File: config.mk
export PLATFORM = sky130hd
export DESIGN_NAME = magic_length_frame_parser_top
export DESIGN_NICKNAME = d
export VERILOG_FILES = /design/src/rtl/core/mlfp_pkg.sv /design/src/rtl/core/mlfp_dpath.sv /design/src/rtl/core/mlfp_ctrl.sv /design/src/rtl/core/magic_length_frame_parser_top.sv
export SDC_FILE = /design/constraint.sdc
export NUM_CORES = 1
export LEC_CHECK = 0
export ABC_CLOCK_PERIOD_IN_PS = 5300
export BUFFER_PORTS_ARGS = -buffer_cell sky130_fd_sc_hd__buf_2
export CAP_MARGIN = 20
export CORE_MARGIN = 2
export CORE_UTILIZATION = 32
export CTS_BUF_LIST = sky130_fd_sc_hd__clkbuf_4 sky130_fd_sc_hd__clkbuf_8 sky130_fd_sc_hd__clkbuf_16
export DETAILED_ROUTE_END_ITERATION = 7
export MAX_ROUTING_LAYER = met4
export SLEW_MARGIN = 10
export SYNTH_ARGS = -nofsm -noshare
export SYNTH_HDL_FRONTEND = slang
export SYNTH_HIERARCHICAL = 1
export SYNTH_SLANG_ARGS = --single-unit
File: constraint.sdc
create_clock -name i_clk -period 5.3 [get_ports i_clk]
set_input_delay 0.265 -clock i_clk [delete_from_list [all_inputs] [get_ports i_clk]]
set_output_delay 0.265 -clock i_clk [all_outputs]
set_load 0.1 [all_outputs]
File: src/rtl/core/mlfp_pkg.sv
package mlfp_pkg;

    localparam int BYTE_W         = 8;
    localparam int LEN_W          = 16;
    localparam int CNT_W          = 3;
    localparam int HDR_BYTES      = 5;
    localparam int FRAME_HDR_SIZE = 6;

    // controller to datapath
    typedef struct packed {
        logic hdr_clr;   // magic seen, restart header collection
        logic hdr_wr;    // store incoming header word
        logic hdr_done;  // fifth header word taken, latch length info
        logic rp_step;   // one resync replay step
        logic emit;      // push one stored header word to the output
        logic cont_out;  // push the incoming content word to the output
    } t_cmd;

    // datapath to controller
    typedef struct packed {
        logic magic_hit;
        logic hdr_full;
        logic len_short;
        logic hdr_only;
        logic rp_match;
        logic step_last;
        logic rem_zero;
        logic rem_one;
        logic out_free;
    } t_sts;

endpackage

File: src/rtl/core/mlfp_dpath.sv
module mlfp_dpath (
    input  logic                          i_clk,
    input  logic                          i_rst_n,
    input  logic                          i_cfg_valid,
    input  logic [mlfp_pkg::BYTE_W-1:0]   i_cfg_data,
    input  logic [mlfp_pkg::BYTE_W-1:0]   i_byte,
    input  mlfp_pkg::t_cmd                i_cmd,
    output mlfp_pkg::t_sts                o_sts,
    output logic                          o_out_valid,
    input  logic                          i_out_ready,
    output logic [mlfp_pkg::BYTE_W-1:0]   o_out_byte,
    output logic                          o_out_first,
    output logic                          o_out_last,
    output logic                          o_out_run_last
);
    import mlfp_pkg::*;

    logic [BYTE_W-1:0] r_magic;
    logic [BYTE_W-1:0] r_store [HDR_BYTES];
    logic [CNT_W-1:0]  r_hdr_cnt;
    logic [CNT_W-1:0]  r_step;
    logic [LEN_W-1:0]  r_rem;
    logic              r_hdr_only;
    logic              r_out_valid;
    logic [BYTE_W-1:0] r_out_byte;
    logic              r_out_first;
    logic              r_out_last;
    logic              r_out_run_last;

    logic [LEN_W-1:0]  w_len;
    logic              w_out_free;

    // length field is big-endian: high byte stored, low byte arriving now
    assign w_len      = {r_store[3], i_byte};
    assign w_out_free = !r_out_valid || i_out_ready;

    always_comb begin
        o_sts           = '0;
        o_sts.magic_hit = (i_byte == r_magic);
        o_sts.hdr_full  = (r_hdr_cnt == CNT_W'(HDR_BYTES - 1));
        o_sts.len_short = (w_len < LEN_W'(FRAME_HDR_SIZE));
        o_sts.hdr_only  = r_hdr_only;
        o_sts.rp_match  = (r_store[0] == r_magic);
        o_sts.step_last = (r_step == CNT_W'(1));
        o_sts.rem_zero  = (r_rem == '0);
        o_sts.rem_one   = (r_rem == LEN_W'(1));
        o_sts.out_free  = w_out_free;
    end

    always_ff @(posedge i_clk) begin
        if (!i_rst_n) begin
            r_magic <= '0;
        end else if (i_cfg_valid) begin
            r_magic <= i_cfg_data;
        end
    end

    // header store: one write port, reads only at fixed slots, shifted toward slot 0
    always_ff @(posedge i_clk) begin
        if (i_cmd.hdr_wr) begin
            r_store[r_hdr_cnt] <= i_byte;
        end else if (i_cmd.rp_step || i_cmd.emit) begin
            for (int k = 0; k < HDR_BYTES - 1; k++) begin
                r_store[k] <= r_store[k+1];
            end
        end
    end

    always_ff @(posedge i_clk) begin
        if (!i_rst_n) begin
            r_hdr_cnt  <= '0;
            r_step     <= '0;
            r_rem      <= '0;
            r_hdr_only <= 1'b0;
        end else begin
            if (i_cmd.hdr_clr) begin
                r_hdr_cnt <= '0;
            end else if (i_cmd.hdr_done) begin
                r_hdr_cnt <= '0;
            end else if (i_cmd.hdr_wr) begin
                r_hdr_cnt <= r_hdr_cnt + CNT_W'(1);
            end else if (i_cmd.rp_step && o_sts.rp_match) begin
                // words behind the matching magic become the new header start
                r_hdr_cnt <= r_step - CNT_W'(1);
            end

            if (i_cmd.hdr_done) begin
                r_step     <= CNT_W'(HDR_BYTES);
                r_hdr_only <= (w_len == LEN_W'(FRAME_HDR_SIZE));
                r_rem      <= o_sts.len_short ? '0 : w_len - LEN_W'(FRAME_HDR_SIZE);
            end else if (i_cmd.rp_step || i_cmd.emit) begin
                r_step <= r_step - CNT_W'(1);
            end else if (i_cmd.cont_out) begin
                r_rem <= r_rem - LEN_W'(1);
            end
        end
    end

    always_ff @(posedge i_clk) begin
        if (!i_rst_n) begin
            r_out_valid <= 1'b0;
        end else if (i_cmd.emit || i_cmd.cont_out) begin
            r_out_valid <= 1'b1;
        end else if (i_out_ready) begin
            r_out_valid <= 1'b0;
        end
    end

    always_ff @(posedge i_clk) begin
        if (i_cmd.emit) begin
            r_out_byte     <= r_store[0];
            r_out_first    <= (r_step == CNT_W'(HDR_BYTES));
            r_out_last     <= o_sts.step_last && r_hdr_only;
            r_out_run_last <= o_sts.step_last;
        end else if (i_cmd.cont_out) begin
            r_out_byte     <= i_byte;
            r_out_first    <= 1'b0;
            r_out_last     <= o_sts.rem_one;
            r_out_run_last <= 1'b1;
        end
    end

    assign o_out_valid    = r_out_valid;
    assign o_out_byte     = r_out_byte;
    assign o_out_first    = r_out_first;
    assign o_out_last     = r_out_last;
    assign o_out_run_last = r_out_run_last;

    a_cnt_range: assert property (@(posedge i_clk) disable iff (!i_rst_n)
        r_hdr_cnt <= CNT_W'(HDR_BYTES - 1))
        else $error("header count out of range");

    a_emit_room: assert property (@(posedge i_clk) disable iff (!i_rst_n)
        (i_cmd.emit || i_cmd.cont_out) |-> w_out_free)
        else $error("output register overwritten");

    a_step_live: assert property (@(posedge i_clk) disable iff (!i_rst_n)
        (i_cmd.rp_step || i_cmd.emit) |-> (r_step != '0))
        else $error("step counter underflow");

endmodule

File: src/rtl/core/mlfp_ctrl.sv
module mlfp_ctrl (
    input  logic             i_clk,
    input  logic             i_rst_n,
    input  logic             i_s_tvalid,
    output logic             o_s_tready,
    input  mlfp_pkg::t_sts   i_sts,
    output mlfp_pkg::t_cmd   o_cmd
);
    import mlfp_pkg::*;

    localparam logic [2:0] S_HUNT    = 3'd0;
    localparam logic [2:0] S_HEADER  = 3'd1;
    localparam logic [2:0] S_REPLAY  = 3'd2;
    localparam logic [2:0] S_EMIT    = 3'd3;
    localparam logic [2:0] S_CONTENT = 3'd4;

    logic [2:0] r_state;
    logic [2:0] n_state;

    always_comb begin
        n_state    = r_state;
        o_cmd      = '0;
        o_s_tready = 1'b0;
        case (r_state)
            S_HUNT: begin
                o_s_tready = 1'b1;
                if (i_s_tvalid && i_sts.magic_hit) begin
                    o_cmd.hdr_clr = 1'b1;
                    n_state       = S_HEADER;
                end
            end
            S_HEADER: begin
                o_s_tready = 1'b1;
                if (i_s_tvalid) begin
                    o_cmd.hdr_wr = 1'b1;
                    if (i_sts.hdr_full) begin
                        o_cmd.hdr_done = 1'b1;
                        n_state        = i_sts.len_short ? S_REPLAY : S_EMIT;
                    end
                end
            end
            S_REPLAY: begin
                // bad length: look for a new magic in the stored header words
                o_cmd.rp_step = 1'b1;
                if (i_sts.rp_match) begin
                    n_state = S_HEADER;
                end else if (i_sts.step_last) begin
                    n_state = S_HUNT;
                end
            end
            S_EMIT: begin
                if (i_sts.out_free) begin
                    o_cmd.emit = 1'b1;
                    if (i_sts.step_last) begin
                        n_state = i_sts.hdr_only ? S_HUNT : S_CONTENT;
                    end
                end
            end
            S_CONTENT: begin
                o_s_tready = i_sts.out_free;
                if (i_s_tvalid && i_sts.out_free) begin
                    if (i_sts.rem_zero) begin
                        n_state = S_HUNT;
                    end else begin
                        o_cmd.cont_out = 1'b1;
                        if (i_sts.rem_one) begin
                            n_state = S_HUNT;
                        end
                    end
                end
            end
            default: begin
                n_state = S_HUNT;
            end
        endcase
    end

    always_ff @(posedge i_clk) begin
        if (!i_rst_n) begin
            r_state <= S_HUNT;
        end else begin
            r_state <= n_state;
        end
    end

    a_replay_exit: assert property (@(posedge i_clk) disable iff (!i_rst_n)
        (r_state == S_REPLAY && !i_sts.rp_match && !i_sts.step_last) |=>
        (r_state == S_REPLAY))
        else $error("replay left early");

    a_emit_exit: assert property (@(posedge i_clk) disable iff (!i_rst_n)
        (r_state == S_EMIT && i_sts.out_free && i_sts.step_last) |=>
        (r_state == S_HUNT || r_state == S_CONTENT))
        else $error("header release did not finish");

    a_content_end: assert property (@(posedge i_clk) disable iff (!i_rst_n)
        (o_cmd.cont_out && i_sts.rem_one) |=> (r_state == S_HUNT))
        else $error("frame did not end after last content word");

endmodule

File: src/rtl/core/magic_length_frame_parser_top.sv
// Byte-stream deframer. Each input word is one received byte; the block hunts for the magic
// byte set through the config channel, then collects type, status, error and a big-endian
// 16-bit total length (magic included). A good header releases its five bytes on the master
// side, one word per cycle while the output is free, tuser[0] marking the frame start; then each
// content byte is passed through as it arrives, tlast on the final byte of the frame and tuser[1]
// on the last word caused by one input byte. The leading magic byte is never forwarded, though a
// content byte equal to the magic is. The header release holds the input, one output word at a
// time from the single output register. A length below six starts a replay over the stored
// header bytes, one byte per cycle, with the input held.
module magic_length_frame_parser_top (
    input  logic                         i_clk,
    input  logic                         i_rst_n,
    input  logic                         i_cfg_valid,
    output logic                         o_cfg_ready,
    input  logic [mlfp_pkg::BYTE_W-1:0]  i_cfg_data,   // magic_value
    input  logic                         i_s_tvalid,
    output logic                         o_s_tready,
    input  logic [mlfp_pkg::BYTE_W-1:0]  i_s_tdata,    // in_byte
    output logic                         o_m_tvalid,
    input  logic                         i_m_tready,
    output logic [mlfp_pkg::BYTE_W-1:0]  o_m_tdata,    // out_byte
    output logic                         o_m_tlast,
    output logic [1:0]                   o_m_tuser     // frame_first, run_last
);
    import mlfp_pkg::*;

    t_cmd w_cmd;
    t_sts w_sts;
    logic w_first;
    logic w_run_last;

    assign o_cfg_ready = 1'b1;

    mlfp_ctrl u_ctrl (
        .i_clk      (i_clk),
        .i_rst_n    (i_rst_n),
        .i_s_tvalid (i_s_tvalid),
        .o_s_tready (o_s_tready),
        .i_sts      (w_sts),
        .o_cmd      (w_cmd)
    );

    mlfp_dpath u_dpath (
        .i_clk          (i_clk),
        .i_rst_n        (i_rst_n),
        .i_cfg_valid    (i_cfg_valid),
        .i_cfg_data     (i_cfg_data),
        .i_byte         (i_s_tdata),
        .i_cmd          (w_cmd),
        .o_sts          (w_sts),
        .o_out_valid    (o_m_tvalid),
        .i_out_ready    (i_m_tready),
        .o_out_byte     (o_m_tdata),
        .o_out_first    (w_first),
        .o_out_last     (o_m_tlast),
        .o_out_run_last (w_run_last)
    );

    assign o_m_tuser = {w_run_last, w_first};

endmodule

==> results of run 1 <==
routing by layer:
layer	vias up	wire length [µm]
met4	0	80
li1	1654	-
met1	1592	4556
met5	-	0
met2	92	4868
met3	4	554
cell type report:
| type | count | area [µm²] |
|---|---|---|
| Tap cell | 180 | 225.2 |
| Fill cell | 1416 | 8670 |
| Clock inverter | 5 | 40.04 |
| Multi-Input combinational cell | 334 | 2077 |
| Inverter | 15 | 56.30 |
| Sequential cell | 86 | 2232 |
| Timing Repair Buffer | 40 | 215.2 |
| Clock buffer | 11 | 257.7 |
cells by family (layout without fill, tap and decap cells):
group           after synthesis  after routing  synth area share (%)
other cells                   1              1               0.08360
compound gates               56             56                 8.564
buf+inv                      41             71                 4.100
flops                        86             86                 49.76
mux                          21             21                 4.937
simple gates                208            208                 22.59
xor+xnor                     41             41                 8.006
fa+ha+maj                     7              7                 1.952
synth_stat cells, types with 12 or more instances:
cell      count
a21oi_1      14
clkbuf_1     18
dfxtp_1      35
edfxtp_1     51
inv_1        14
mux2i_1      12
nand2_1      93
nor2_1       39
nor3_1       14
o21ai_0      14
xnor2_1      32
metrics by stage:
stage                     hold slack, ns  instance area (µm²)  util, %  std cells  total power (µW)
final                             0.1628                 5104    37.05        671              1418
after CTS                         0.1510                 5094    36.98        670              1431
after floorplan                   0.3639                 4486        -        461             781.3
after detailed placement          0.4850                 4796    34.82        654             808.9
after global placement            0.4713                 4766    34.60        650             807.0
after global routing              0.1648                 5104    37.05        671              1465
how the worst max path moves through the flow:
| stage | slack, ns | end | cells after the start |
|---|---|---|---|
| floorplan | 2.33 | u_dpath/r_store[1][0] | 8 |
| global placement | 2.65 | u_dpath/r_store[0][3] | 6 |
| detailed placement | 2.55 | u_dpath/r_rem[15] | 10 |
| CTS | 2.53 | u_dpath/r_rem[15] | 10 |
| global route | 2.27 | u_dpath/r_rem[9] | 10 |
| finish | 2.50 | u_dpath/r_rem[15] | 9 |
report_power, final:
group	leakage [µW]	switching (µW)	total, µW	internal [µW]
Clock	0.000146	268	624	356
Combinational	0.00104	46.7	75.3	28.6
Sequential	0.000750	7.61	719	711
worst register-to-register path: cells and delay by family (launching register included):
| family | cells | cell delay (ns) |
|---|---|---|
| xor gates and xnor gates | 1 | 0.07 |
| DFF | 1 | 0.35 |
| and+or+nand+nor | 7 | 2.07 |
| AOI/OAI and AO/OA | 1 | 0.20 |
registers in the layout, summed over array words and instances (netlist names), 3 cells and up:
register            flops
u_ctrl/r_state          3
u_dpath/o_out_byte      8
u_dpath/r_hdr_cnt       3
u_dpath/r_magic         8
u_dpath/r_rem          16
u_dpath/r_step          3
u_dpath/r_store        40
==> run summary, run 1 <==
The count of instances resized after the clock tree is built is 0. The max-capacitance violation count came out at 0. The H-tree depth is 3. Across the VDD grid, the largest voltage drop is 132.7 µV. The number of cell instances on the worst register-to-register path came out at 9. The worst-case setup margin in the final layout came out at 2.497 ns. In this run, distinct cell masters in the synthesized netlist total 58.

The number of antenna diodes came out at 0. Once detailed placement completed, the half-perimeter wirelength came to 7.417 mm. The initial standard-cell utilization of the core is 32.57%. Counting every instance in the synthesized netlist gives 461. The cell area after synthesis is 0.004486 mm². The highest achievable clock rate came out at 356.8 MHz.

The final layout contains routed wiring with a total length of 10.06 mm. The first global-routing pass estimated 15.75 mm of wire. The top cell types in the final layout, fill and taps aside, are nand2_1, edfxtp_1, nor2_1. The tightest slew margin relative to the limit came out at 46.27%. After the first detailed-routing iteration, the DRC count stood at 316. The kind of cell with the highest combined delay along the critical path is simple AND/OR/NAND/NOR gates.

The worst setup path is captured at a flip-flop. Of the post-synthesis cell area, the dominant cell type holds 34.14%. The synthesized design spends more area on one cell type than any other, namely edfxtp_1.

met2 is the most crowded layer. The die boundary width is 122.4 µm. Buffers inserted to repair hold after CTS numbered 0. OpenSTA, run right after detailed placement, puts the worst setup slack at 2.552 ns. The startpoint of the tightest hold check path is i_cfg_data[7]. The sequential-to-total area share from yosys stat is 49.76%. The number of nets in the synthesized netlist came out at 489. In the final routed layout, each cell accounts on average for 14.99 µm.

The share of post-route cells with drive strength above 1 is 16.50%. STA puts the critical path data required time at 5.52 ns. The highest net fanout along the worst path came out at 10. The remaining antenna violation count after routing is 0. Walking the worst path, the cells encountered are or4_2 -> nor3_1 -> and3_1 -> nor3_1 -> nor3b_2 -> and4bb_2 -> nand2_1 -> xnor2_1 -> o211a_1.

The total leakage power came out at 0.001931 µW. The total number of vias came out at 3342. The clock latency on the worst-skew pair came out at 0.34 ns.

Each instance of the synthesized netlist takes up on average 9.730 µm². Dividing the detail-routed via count by the number of cells gives 4.981. The clock input transition at the sequential cells of the worst setup and hold paths is 0.07 ns. For hold timing, the worst endpoint is u_dpath/r_magic[7]. The total setup violations reported at the end of the flow came out at 0.

In this run the worst setup path begins at u_dpath/r_rem[7]. Clock tree synthesis found a total of 86 sinks. Dividing the final minimum period by the clock period gives 52.89%. Summed over all layers, the global routing overflow is 0. For the pin with the worst max-slew slack, the measured transition is 0.8060 ns. The run finished with clean final reports. After synthesis, the cell types taking the most area are edfxtp_1, dfxtp_1, nand2_1. The instance count along the most critical hold path came out at 3. The worst setup path is launched from a flip-flop. After floorplanning, the core was sized to cover 0.01377 mm². The most frequent cell on the critical path is nor3_1. By startpoint and endpoint, the worst setup path is classified as reg -> reg. At the end of routability-driven placement, the weighted congestion stood at 0.8727. The final-report hold violation count is 0.

The detailed-router iteration count before antenna repair is 4. The maximum clock path buffer count came out at 2. For this run, the post-layout net count is 514.

The biggest cell delay along the critical path is 0.77 ns. The number of setup buffers added after CTS came out at 0. Global routing used 14.32% of the available tracks across all layers. TritonCTS built the clock tree. The total CTS buffers came out at 9. The number of warnings printed during yosys synthesis is 6.

Setup repair after global routing left no endpoint under its margin. The number of buffers and inverters on the critical path is 0. The number of rows created at floorplan is 43. The overall die height is 122.4 µm. The number of antenna violations at the first check in global routing is 0. The via count of the first global-routing pass is 3061. After detailed routing, the number of remaining DRC violations is 0. The total power per unit cell area is 277.8 mW/mm². The number of synthesized flops with an enable pin came out at 51. The met1 track demand over resource came out at 17.98%. The critical path arrival came out at 3.02 ns.

The sum of negative setup slack is 0 ns. The number of buffers added on ports is 33. The area growth from synthesis to layout is 13.78%.

The total of flip-flops plus latches after synthesis came out at 86. After synthesis, the share of flip-flops with an asynchronous set or reset is 0%. Among all flip-flop cells after synthesis, the most frequent one is edfxtp_1. The met2 capacity usage during global routing is 23.02%. Among all stages on the critical path, the largest delay is contributed by or4_2. The tree is rooted in a clkbuf_16. The leading cell type in the layout, fill and taps excluded is nand2_1. The worst hold path belongs to the class in -> reg. The worst-case register-to-register setup slack is 2.50 ns. The largest net degree at the start of global routing is 22.

The count of pins on the block boundary came out at 35. The worst reg2reg path endpoint is u_dpath/r_rem[15]. The met3 track utilization from global routing came out at 2.928%.

The die area came out at 0.01498 mm². The source of the worst register-to-register timing path is u_dpath/r_rem[7]. The worst path in the final design needs a cycle of 2.803 ns, including I/O delays and setup.

Clock skew on the completed layout was measured at 0.01048 ns. The count of pins over their slew limit came to 0.
Note: power is estimated with default switching activity, not from simulation.
==> inputs of run 2 (changes only) <==
ABC_CLOCK_PERIOD_IN_PS = 2300   (was 5300)
clock period = 2.3 ns   (was 5.3 ns; I/O delays follow)
==> run 2 against run 1 <==
Non-clock buffer count grew 34; largest power group unchanged; critical path type unchanged; clock skew down 0.0041 ns; the flow now finishes with violations (negative setup slack); first-iteration DRC count down 5.4%; highest routed layer unchanged; critical path depth up 1.
==> run summary, run 2 (same netlist as run 1, synthesis figures left out) <==
The measured slew at the worst slew-check pin came out at 0.6979 ns (-0.1081 ns). Setup repair after global routing could not meet its margin everywhere. The layer flagged by global routing as most heavily used is met2. The placer's final routability congestion estimate came out at 0.9209 (+5.5%). The total number of vias is 3529 (+5.6%). TritonCTS built the clock tree. The share of post-route cells with drive strength above 1 is 24.76% (+8.3 points). The number of rows created at floorplan came out at 43 (unchanged). The total of fill cells in the finished design came out at 1381 (-2.5%). The number of antenna diodes came to 0 (unchanged). The total global-route track usage is 15.44% (+1.1 points).

The tightest slew margin relative to the limit is 53.19% (+6.9 points). The worst hold slack after final layout came out at 0.01386 ns (-0.1490 ns). The non-filler instance count after layout came to 705 (+5.1%). The startpoint of the tightest hold check path is i_cfg_data[0]. The final cell utilization of the core was 39.70% (+2.6 points). The multi-input logic area is 0.002190 mm² (+5.4%). The H-tree depth is 3 (unchanged).

The HPWL after detailed placement came out at 7.877 mm (+6.2%). The clock latency on the worst-skew pair is 0.34 ns (about the same). The number of buffers and inverters on the critical path came out at 0 (unchanged). The met3 track utilization from global routing is 1.905% (-1.0 points). The largest net degree at the start of global routing came out at 33 (+50%).

The top register by number of flip-flops is u_dpath/r_store. In this run the worst hold path is classified as in -> reg. The starting DRC count in detailed routing was 299 (-5.4%). The checks that failed: negative setup slack. The worst register-to-register path begins at u_dpath/r_rem[2]. The placed instance count came out at 688 (+5.2%). The number of antenna violations at the first check in global routing came out at 0 (unchanged). The worst hold path terminates at u_dpath/r_magic[0]. The number of buffers added on ports is 33 (unchanged). The met2 capacity usage during global routing is 24.79% (+1.8 points). The number of nets in the finished design is 548 (+6.6%). STA classifies the critical path startpoint as a flip-flop. The worst reg2reg path endpoint is u_dpath/r_rem[13]. The largest registers in the layout are u_dpath/r_store x40, u_dpath/r_rem x16.

The initial standard-cell utilization of the core is 32.57% (unchanged). The slowest stage of the critical path belongs to the cell or4_4. The worst-case register-to-register setup slack is -0.03 ns (-2.52 ns). The critical path arrival is 2.55 ns (-0.47 ns). The number of clock sinks came out at 86 (unchanged). The total setup violations reported at the end of the flow is 2 (+2). The total leakage power is 0.002110 µW (+9.3%). The final-report hold violation count was 0 (unchanged).

The critical path start-end classification is reg -> reg. The hold buffer count at cts came out at 0 (unchanged). The total power is 3182 µW (+120%). The global-route wire length before repair came to 17.04 mm (+8.2%). The remaining antenna violation count after routing came to 0 (unchanged).

The cell family contributing the most delay on the critical path is simple AND/OR/NAND/NOR gates. The required time of the critical path came to 2.52 ns (-3.00 ns). The total power per unit cell area is 581.9 mW/mm² (+110%).

The worst-case setup margin in the final layout came out at -0.02614 ns (-2.523 ns). The met1 track demand over resource came out at 19.37% (+1.4 points). The library cells used most frequently in the layout, excluding fill and tap cells, are nand2_1, edfxtp_1, buf_4.

The overall die height is 122.4 µm (unchanged). The biggest cell delay along the critical path came out at 0.53 ns (-0.24 ns). The DRC violation count after routing is 0 (unchanged). The maximum clock path buffer count was 2 (unchanged). The count of pins over their slew limit came out at 0 (unchanged). The clock skew after layout came out at 0.006415 ns (-0.004064 ns).

The run finished, with violations left. The highest net fanout along the worst path is 5 (-5). The post-route clock period utilization came to 101.1% (+48 points). The tree is rooted in a clkbuf_16. The number of cell instances on the worst register-to-register path came out at 10 (+1). The signal on the critical path passes through or4_4 -> or2_4 -> nor2_4 -> and3_4 -> nor3_4 -> nor3b_4 -> and4bb_2 -> nand2_1 -> xor2_1 -> o22ai_1. Relative to the synthesized area, the layout overhead comes to 21.90%. The worst setup path is captured at a flip-flop. The core footprint is 0.01377 mm² (unchanged). The die area came out at 0.01498 mm² (unchanged). The routed wire length came out at 10.75 mm (+6.8%). The instance count along the most critical hold path came out at 3 (unchanged).

The aggregate global routing overflow is 0 (unchanged). The flip-flop count of the largest register, all copies and words added is 40 (unchanged). The clock input transition at the sequential cells of the worst setup and hold paths is 0.06 ns (about the same). The detailed-router iteration count before antenna repair came out at 7 (+3). The clock period minus final worst setup slack is 2.326 ns (-0.4768 ns). The maximum vdd drop is 289.4 µV (+120%). The area taken by flip-flops and latches is 0.002237 mm² (+0.22%). The count of pins on the block boundary came out at 35 (unchanged).

The via count of the first global-routing pass is 3339 (+9.1%). The highest achievable clock rate is 429.9 MHz (+20%). The die boundary width was 122.4 µm (unchanged). The post-detailed-route via-to-cell ratio came out at 5.006 (+0.50%). The total CTS buffers is 9 (unchanged). The library cell used most frequently in the layout, excluding fill and tap cells, is nand2_1.

The mean routed wirelength per cell came out at 15.24 µm (+1.7%). The max-capacitance violation count is 0 (unchanged).
==> run 2: cell types whose count changed in the layout (fill, tap and decap cells not counted), sizes merged <==
cell / delta
clkinv: +3
inv: -2
clkbuf: -2
clkinvlp: +1
buf: +34
==> run 2: worst max-delay path by stage <==
stage	depth (start not counted)	to	slack, ns	from
after global routing	10	u_dpath/r_rem[13]	-0.10	u_dpath/r_rem[2]
after CTS	10	u_dpath/r_rem[15]	-0.007	u_dpath/r_rem[2]
final	10	u_dpath/r_rem[13]	-0.03	u_dpath/r_rem[2]
after detailed placement	10	u_dpath/r_rem[8]	-0.09	u_dpath/r_rem[2]
after global placement	10	u_dpath/r_rem[8]	-0.02	u_dpath/r_rem[3]
after floorplan	10	u_dpath/r_rem[15]	-0.10	u_dpath/r_rem[2]
==> run 2: through the flow <==
step	area, µm²	setup slack, ns	TNS [ns]
finish	5468	-0.02614	-0.04665
global placement	5092	-0.01914	-0.03301
CTS	5403	-0.006976	-0.006976
global route	5468	-0.1023	-0.4155
floorplan	4516	-0.1039	-1.052
detailed placement	5092	-0.09034	-0.2484
==> run 2: repair_timing <==
action	4_1_cts	5_1_grt
pin swaps	2	5
gates resized for setup	8	14
setup buffers	0	1
cloned	0	0
endpoints found under the setup margin	12	12
==> run 2: tightest hold or removal path: stages <==
cell	delay, ns
buf_2	0.07
mux2i_1	0.05
nor2_1	0.07
==> run 2: final cells by class <==
cell class	instances	area share, %
multi-input cells	334	40.05
clock buffers	9	4.119
well taps	180	4.119
clock inverters	7	0.8924
inverters	15	1.030
flip-flops and latches	86	40.92
repair buffers	74	8.879
==> run 2: power by group <==
group          internal, µW  switching, µW
sequential             1640           18.3
combinational          70.9            110
clock                   731            613
total                  2440            742
==> run 2: layer usage <==
layer | up-vias | routed length (µm)
met1 | 1693 | 4837
met4 | 0 | 197
met2 | 102 | 5270
met3 | 15 | 442
met5 | - | 0
li1 | 1719 | -
